--- src/sv/texture_bleed_distance_fill_top_macros.svh ---
// Assertion macros for the texture bleed fill block.
// Depends on nothing; included by the top level.
`ifndef TEXTURE_BLEED_DISTANCE_FILL_TOP_MACROS_SVH
`define TEXTURE_BLEED_DISTANCE_FILL_TOP_MACROS_SVH

`define TBDF_ASSERT_SAME(lbl, ante, cons) \
  lbl: assert property (@(posedge clk) disable iff (rst) (ante) |-> (cons)) \
    else $error("tbdf: lbl failed");

`define TBDF_ASSERT_NEXT(lbl, ante, cons) \
  lbl: assert property (@(posedge clk) disable iff (rst) (ante) |=> (cons)) \
    else $error("tbdf: lbl failed");

`endif

--- src/sv/tbdf_pkg.sv ---
// Shared types, constants and helper functions of the texture bleed fill block.
// Depends on nothing; used by every module of the block but tbdf_ram.
package tbdf_pkg;

  localparam int MAX_WIDTH  = 256;
  localparam int MAX_HEIGHT = 256;
  localparam int DEPTH      = MAX_WIDTH * MAX_HEIGHT;
  localparam int X_W        = $clog2(MAX_WIDTH);
  localparam int Y_W        = $clog2(MAX_HEIGHT);
  localparam int ADDR_W     = $clog2(DEPTH);
  localparam int CNT_W      = ADDR_W + 1;
  localparam int DIM_W      = 9;
  localparam int CW         = DIM_W + 2;
  localparam int D_W        = ((X_W > Y_W) ? X_W : Y_W) + 1;
  localparam int SQ_W       = 2 * (D_W + 1) + 1;
  localparam int PIX_W      = 32;
  localparam int OFF_W      = 2 * D_W + 1;
  localparam int CFG_AW     = 4;

  localparam logic [DIM_W-1:0] WIDTH_RESET  = DIM_W'(MAX_WIDTH);
  localparam logic [DIM_W-1:0] HEIGHT_RESET = DIM_W'(MAX_HEIGHT);
  localparam logic [7:0]       THRESH_RESET = 8'd20;

  localparam logic [1:0] REG_WIDTH  = 2'd0;
  localparam logic [1:0] REG_HEIGHT = 2'd1;
  localparam logic [1:0] REG_THRESH = 2'd2;

  localparam logic FUNC_LOAD  = 1'b0;
  localparam logic FUNC_FETCH = 1'b1;

  typedef enum logic [2:0] {
    PH_INIT, PH_FWD_A, PH_FWD_B, PH_BWD_A, PH_BWD_B, PH_FILL
  } phase_t;

  typedef enum logic [3:0] {
    S_IDLE, S_INIT_RD, S_INIT_WR, S_TRY_NB, S_TRY_ME, S_TRY_SQ, S_TRY_WR,
    S_FILL_RD, S_FILL_CHK, S_FILL_SRC, S_FILL_WR
  } state_t;

  typedef struct packed {
    logic       func;
    logic [7:0] in_red;
    logic [7:0] in_green;
    logic [7:0] in_blue;
    logic [7:0] in_alpha;
  } in_item_t;

  typedef struct packed {
    logic [7:0] out_red;
    logic [7:0] out_green;
    logic [7:0] out_blue;
    logic [7:0] out_alpha;
    logic       last_pixel;
  } out_item_t;

  typedef struct packed {
    logic                  valid;
    logic signed [D_W-1:0] dx;
    logic signed [D_W-1:0] dy;
  } off_t;

  typedef struct packed {
    logic   load;
    logic   fetch;
    phase_t phase;
    phase_t new_phase;
    logic   frame_init;
    logic   row_init;
    logic   adv_y;
    logic   adv_x;
    logic   adv_k;
    logic   pix_rd_src;
    logic   off_rd_nb;
    logic   init_wr;
    logic   cap_nb;
    logic   cap_me;
    logic   try_wr;
    logic   fill_chk;
    logic   fill_wr;
  } cmd_t;

  typedef struct packed {
    logic sweep_go;
    logic nb_in;
    logic fill_go;
    logic k_last;
    logic x_last;
    logic y_last;
  } stat_t;

  function automatic logic ph_asc_x(phase_t ph);
    return !(ph == PH_FWD_B || ph == PH_BWD_A);
  endfunction

  function automatic logic ph_asc_y(phase_t ph);
    return !(ph == PH_BWD_A || ph == PH_BWD_B);
  endfunction

  function automatic logic [1:0] ph_k_last(phase_t ph);
    return (ph == PH_FWD_A || ph == PH_BWD_A) ? 2'd3 : 2'd0;
  endfunction

  function automatic logic signed [1:0] nbr_ox(phase_t ph, logic [1:0] k);
    logic signed [1:0] r;
    r = 2'sd0;
    case (ph)
      PH_FWD_A: r = (k == 2'd1) ? 2'sd0 : ((k == 2'd3) ? 2'sd1 : -2'sd1);
      PH_FWD_B: r = 2'sd1;
      PH_BWD_A: r = (k == 2'd1) ? 2'sd0 : ((k == 2'd2) ? -2'sd1 : 2'sd1);
      PH_BWD_B: r = -2'sd1;
      default:  r = 2'sd0;
    endcase
    return r;
  endfunction

  function automatic logic signed [1:0] nbr_oy(phase_t ph, logic [1:0] k);
    logic signed [1:0] r;
    r = 2'sd0;
    case (ph)
      PH_FWD_A: r = (k == 2'd0) ? 2'sd0 : -2'sd1;
      PH_BWD_A: r = (k == 2'd0) ? 2'sd0 : 2'sd1;
      default:  r = 2'sd0;
    endcase
    return r;
  endfunction

endpackage

--- src/sv/tbdf_ctrl.sv ---
// Sequencer of the texture bleed fill block: handshake and the sweep passes.
// Depends on tbdf_pkg.
module tbdf_ctrl (
  input  logic            clk,
  input  logic            rst,
  input  logic            start,
  input  logic            func,
  input  tbdf_pkg::stat_t stat,
  output tbdf_pkg::cmd_t  cmd,
  output logic            busy
);

  tbdf_pkg::state_t state, state_next;
  tbdf_pkg::phase_t phase, phase_next;

  function automatic tbdf_pkg::state_t first_state(tbdf_pkg::phase_t ph);
    tbdf_pkg::state_t s;
    s = tbdf_pkg::S_TRY_NB;
    if (ph == tbdf_pkg::PH_INIT) begin
      s = tbdf_pkg::S_INIT_RD;
    end else if (ph == tbdf_pkg::PH_FILL) begin
      s = tbdf_pkg::S_FILL_RD;
    end
    return s;
  endfunction

  always_ff @(posedge clk) begin
    if (rst) begin
      state <= tbdf_pkg::S_IDLE;
      phase <= tbdf_pkg::PH_INIT;
    end else begin
      state <= state_next;
      phase <= phase_next;
    end
  end

  assign busy = (state != tbdf_pkg::S_IDLE);

  always_comb begin
    logic adv;
    adv = 1'b0;
    cmd = '0;
    cmd.phase = phase;
    cmd.new_phase = phase;
    state_next = state;
    phase_next = phase;
    unique case (state)
      tbdf_pkg::S_IDLE: begin
        cmd.load  = start && (func == tbdf_pkg::FUNC_LOAD);
        cmd.fetch = start && (func == tbdf_pkg::FUNC_FETCH);
        if (cmd.load && stat.sweep_go) begin
          cmd.frame_init = 1'b1;
          cmd.new_phase  = tbdf_pkg::PH_INIT;
          phase_next     = tbdf_pkg::PH_INIT;
          state_next     = tbdf_pkg::S_INIT_RD;
        end
      end
      tbdf_pkg::S_INIT_RD:  state_next = tbdf_pkg::S_INIT_WR;
      tbdf_pkg::S_INIT_WR: begin
        cmd.init_wr = 1'b1;
        adv = 1'b1;
      end
      tbdf_pkg::S_TRY_NB: begin
        if (stat.nb_in) begin
          cmd.off_rd_nb = 1'b1;
          state_next = tbdf_pkg::S_TRY_ME;
        end else begin
          adv = 1'b1;
        end
      end
      tbdf_pkg::S_TRY_ME: begin
        cmd.cap_nb = 1'b1;
        state_next = tbdf_pkg::S_TRY_SQ;
      end
      tbdf_pkg::S_TRY_SQ: begin
        cmd.cap_me = 1'b1;
        state_next = tbdf_pkg::S_TRY_WR;
      end
      tbdf_pkg::S_TRY_WR: begin
        cmd.try_wr = 1'b1;
        adv = 1'b1;
      end
      tbdf_pkg::S_FILL_RD:  state_next = tbdf_pkg::S_FILL_CHK;
      tbdf_pkg::S_FILL_CHK: begin
        cmd.fill_chk = 1'b1;
        if (stat.fill_go) begin
          state_next = tbdf_pkg::S_FILL_SRC;
        end else begin
          adv = 1'b1;
        end
      end
      tbdf_pkg::S_FILL_SRC: begin
        cmd.pix_rd_src = 1'b1;
        state_next = tbdf_pkg::S_FILL_WR;
      end
      tbdf_pkg::S_FILL_WR: begin
        cmd.fill_wr = 1'b1;
        adv = 1'b1;
      end
      default: state_next = tbdf_pkg::S_IDLE;
    endcase

    if (adv) begin
      if (!stat.k_last) begin
        cmd.adv_k = 1'b1;
        state_next = tbdf_pkg::S_TRY_NB;
      end else if (!stat.x_last) begin
        cmd.adv_x = 1'b1;
        state_next = first_state(phase);
      end else if (phase == tbdf_pkg::PH_FWD_A || phase == tbdf_pkg::PH_BWD_A) begin
        cmd.row_init = 1'b1;
        cmd.new_phase = (phase == tbdf_pkg::PH_FWD_A) ? tbdf_pkg::PH_FWD_B
                                                      : tbdf_pkg::PH_BWD_B;
        phase_next = cmd.new_phase;
        state_next = tbdf_pkg::S_TRY_NB;
      end else if (!stat.y_last) begin
        cmd.adv_y = 1'b1;
        unique case (phase)
          tbdf_pkg::PH_FWD_B: cmd.new_phase = tbdf_pkg::PH_FWD_A;
          tbdf_pkg::PH_BWD_B: cmd.new_phase = tbdf_pkg::PH_BWD_A;
          default:            cmd.new_phase = phase;
        endcase
        phase_next = cmd.new_phase;
        state_next = first_state(cmd.new_phase);
      end else begin
        unique case (phase)
          tbdf_pkg::PH_INIT: begin
            cmd.frame_init = 1'b1;
            cmd.new_phase = tbdf_pkg::PH_FWD_A;
            phase_next = tbdf_pkg::PH_FWD_A;
            state_next = tbdf_pkg::S_TRY_NB;
          end
          tbdf_pkg::PH_FWD_B: begin
            cmd.frame_init = 1'b1;
            cmd.new_phase = tbdf_pkg::PH_BWD_A;
            phase_next = tbdf_pkg::PH_BWD_A;
            state_next = tbdf_pkg::S_TRY_NB;
          end
          tbdf_pkg::PH_BWD_B: begin
            cmd.frame_init = 1'b1;
            cmd.new_phase = tbdf_pkg::PH_FILL;
            phase_next = tbdf_pkg::PH_FILL;
            state_next = tbdf_pkg::S_FILL_RD;
          end
          default: state_next = tbdf_pkg::S_IDLE;
        endcase
      end
    end
  end

endmodule

--- config.mk ---
export PLATFORM = sky130hd
export DESIGN_NAME = tbdf_ctrl
export DESIGN_NICKNAME = d
export VERILOG_FILES = /design/src/sv/texture_bleed_distance_fill_top_macros.svh /design/src/sv/tbdf_pkg.sv /design/src/sv/tbdf_ctrl.sv
export SDC_FILE = /design/constraint.sdc
export NUM_CORES = 1
export LEC_CHECK = 0
export BUFFER_PORTS_ARGS = -buffer_cell sky130_fd_sc_hd__buf_2
export CAP_MARGIN = 20
export CORE_UTILIZATION = 41
export DETAILED_ROUTE_END_ITERATION = 16
export PLACE_DENSITY = 0.79
export SYNTH_ARGS = -nofsm -noshare
export SYNTH_HDL_FRONTEND = slang
export SYNTH_SLANG_ARGS = --single-unit
--- constraint.sdc ---
create_clock -name clk -period 2.2 [get_ports clk]
set_clock_uncertainty 0.2 [all_clocks]
set_input_delay 0.22 -clock clk [delete_from_list [all_inputs] [get_ports clk]]
set_output_delay 0.22 -clock clk [all_outputs]
set_load 0.05 [all_outputs]
==> results_dict.tcl <==
set metrics [dict create \
    crit_type "flop to output pin" \
    min_period_ps 2170 \
    ys_types 43 \
    worst_setup_path_start_kind "flop" \
    cpPeakStageDelay_ps 400 \
    grt_max_degree 14 \
    fillCellCount 147 \
    yosysTopAreaCellShare 0.190 \
    ant_nets 0 \
    overflow 0 \
    cts.clk_slew.worst_paths_ps 60 \
    cp_top_family "compound AO/OA/AOI/OAI gates" \
    syn_avg_cell_area_um2 7.23 \
    clock_sinks 7 \
    yosys.area.top_type "dfxtp_1" \
    clkLatencyLatePin_ps 260 \
    synth_edf_count 0 \
    dp_worst_setup_slack_ps 175 \
    drtPass1Iterations 4 \
    dieArea_um2 1970 \
    r2r_start "state[0]" \
    crit_chain "o21ai_0 > and3b_2 > o21ai_1 > a32oi_2 > inv_1 > buf_2" \
    dp_hpwl_um 1440 \
    fin_ws_ps 34.9 \
    synth_common_cells "nand2_1 (11), nor3_1 (9), nor2_1 (8)" \
    cts_buffers 3 \
    rsz0062_at_grt "true" \
    r2r-end "state[0]" \
    start_util 0.462 \
    cp.arrival_ps 1750 \
    relSlewSlack 0.784 \
    netlist_area_um2 737 \
    rows 14 \
    htree_levels 1 \
    antenna_cells 0 \
    status "complete, no violations" \
    drtIter0Drc 11 \
    yosys.area_share.simple 0.419 \
    hold_path.startpoint "stat[2]" \
    fin_nets 146 \
    max_cap_viol_count 0 \
    place_congestion 0.821 \
    p_leak_uw 0.000487 \
    drive_gt1_frac 0.467 \
    ctsRootBufferMaster "clkbuf_4" \
    finalSetupViolations 0 \
    ys_warn_count 0 \
    hp-class "primary input to flop" \
    wl_um 2030 \
    synthArstFlopShare 0 \
    slowest_stage "dfxtp_4" \
    peakVddDrop_mv 0.664 \
    synthToLayoutAreaGrowth_pct 39.4 \
    synth_nets 112 \
    post_cts_buffers 0 \
    ys_seq_area_frac 0.190 \
    core_area_um2 1590 \
    synth-xor-area-share 0.0119 \
    grt_pass1_vias 729 \
    required_ps 1780 \
    layout_worst_path_cycle_share 0.984 \
    cp.buffers_inverters 2 \
    power.density_nw_per_um2 1130 \
    worstHoldPathCells 3 \
    grt_pass1_wl_um 3100 \
    synth_top_family_by_area "simple AND/OR/NAND/NOR gates" \
    drv_slew 0 \
    holdPathEnd "state[1]" \
    ys_ff_latch 7 \
    die_h_um 44.4 \
    port_buffers 31 \
    grt_usage 0.214 \
    ff2ff_setup_slack_ps 410 \
    dp_cells 154 \
    muxShareOfSynthArea 0 \
    antenna_found_initial 0 \
    cp-end-kind "output pin" \
    viasPerCell 5.42 \
    synth.most_common_cell "nand2_1" \
    fmax_ghz 0.462 \
    cts_tree "done" \
    netlist_instances 102 \
    worst_slew_pin_slew_ps 320 \
    vias 862 \
    post-route-util 0.644 \
    worst-r2r-cell-count 6 \
    routedWlPerCell_um 12.8 \
    layoutNonFillerInstCount 159 \
    die_w_um 44.4 \
    ys.flop_type "dfxtp_1" \
    synth_compound_area_frac 0.260 \
    cp_max_fo 7 \
    synth.area.top_cells "dfxtp_1 (19%), nor3_1 (6.1%), nand2_1 (5.6%)" \
    clock_path_buffers 2 \
    yosys.area_share.adder 0 \
    finalHoldViolations 0 \
    drc 0 \
    io_pins 32 \
]
per-stage QoR:
step / total power (uW) / hold slack [ps] / instance area [um2] / setup TNS (ps)
after floorplan: 825 / 85.0 / 764 / -15.1
after global placement: 964 / 239 / 922 / 0
after detailed placement: 979 / 251 / 922 / 0
after CTS: 1120 / 93.9 / 983 / 0
after global routing: 1230 / 106 / 1030 / -150
final: 1160 / 95.2 / 1030 / 0
layer usage:
metal / wire (um) / global-route usage / up-vias
li1: - / - / 434
met1: 870 / 0.269 / 390
met2: 1040 / 0.359 / 36
met3: 104 / 0.0490 / 2
met4: 19 / 0.0727 / 0
met5: 0 / 0 / -
worst max path at each step:
stage | end | cells past startpoint | from
finish | cmd[14] | 6 | state[0]
global route | cmd[14] | 6 | state[0]
CTS | cmd[15] | 5 | phase[2]
detailed placement | cmd[10] | 6 | state[0]
global placement | cmd[10] | 6 | state[0]
floorplan | cmd[11] | 5 | state[2]
what timing repair did:
item,in CTS,in global routing
setup endpoints to repair,7,7
hold buffers,1,0
gates resized for setup,9,13
endpoints found under the hold margin,4,0
pin swaps,0,4
cells by family (layout without fill, tap and decap cells):
group,count (synthesis),in the layout
compound gates,28,28
flops,7,7
buf+inv,14,47
simple gates,52,52
xor+xnor,1,1
cell usage in the layout (no fill, tap or decap), types with 3 or more instances in the layout:
cell type and count:
a21oi_1 5, buf_2 25, clkbuf_4 5, dfxtp_2 3, nor3_1 6, nor2_1 8, buf_4 7, nand2b_1 4
nand2_1 10, dfxtp_4 3, inv_1 6, nor3_2 3, o21ai_0 5
worst min-delay path: stages:
cell and delay (ps):
buf_2 120, a21o_1 120, a21oi_1 60
report_power, final:
part           switching, uW  internal, uW
clock                   51.1          69.4
sequential              71.9           163
combinational            528           273
total                    651           506
registers in the layout (all words and copies together) (netlist names):
| name | count |
|---|---|
| state | 4 |
| phase | 3 |
area by class of cell:
class                           instances  area [um2]  share of cell area
Inverter                                6        22.5              0.0219
Multi-Input combinational cell         81         568               0.553
Clock buffer                            4        26.3              0.0256
Tap cell                               24        30.0              0.0292
Sequential cell                         7         155               0.151
Timing Repair Buffer                   37         225               0.219
(Power assumes the default switching activity.)
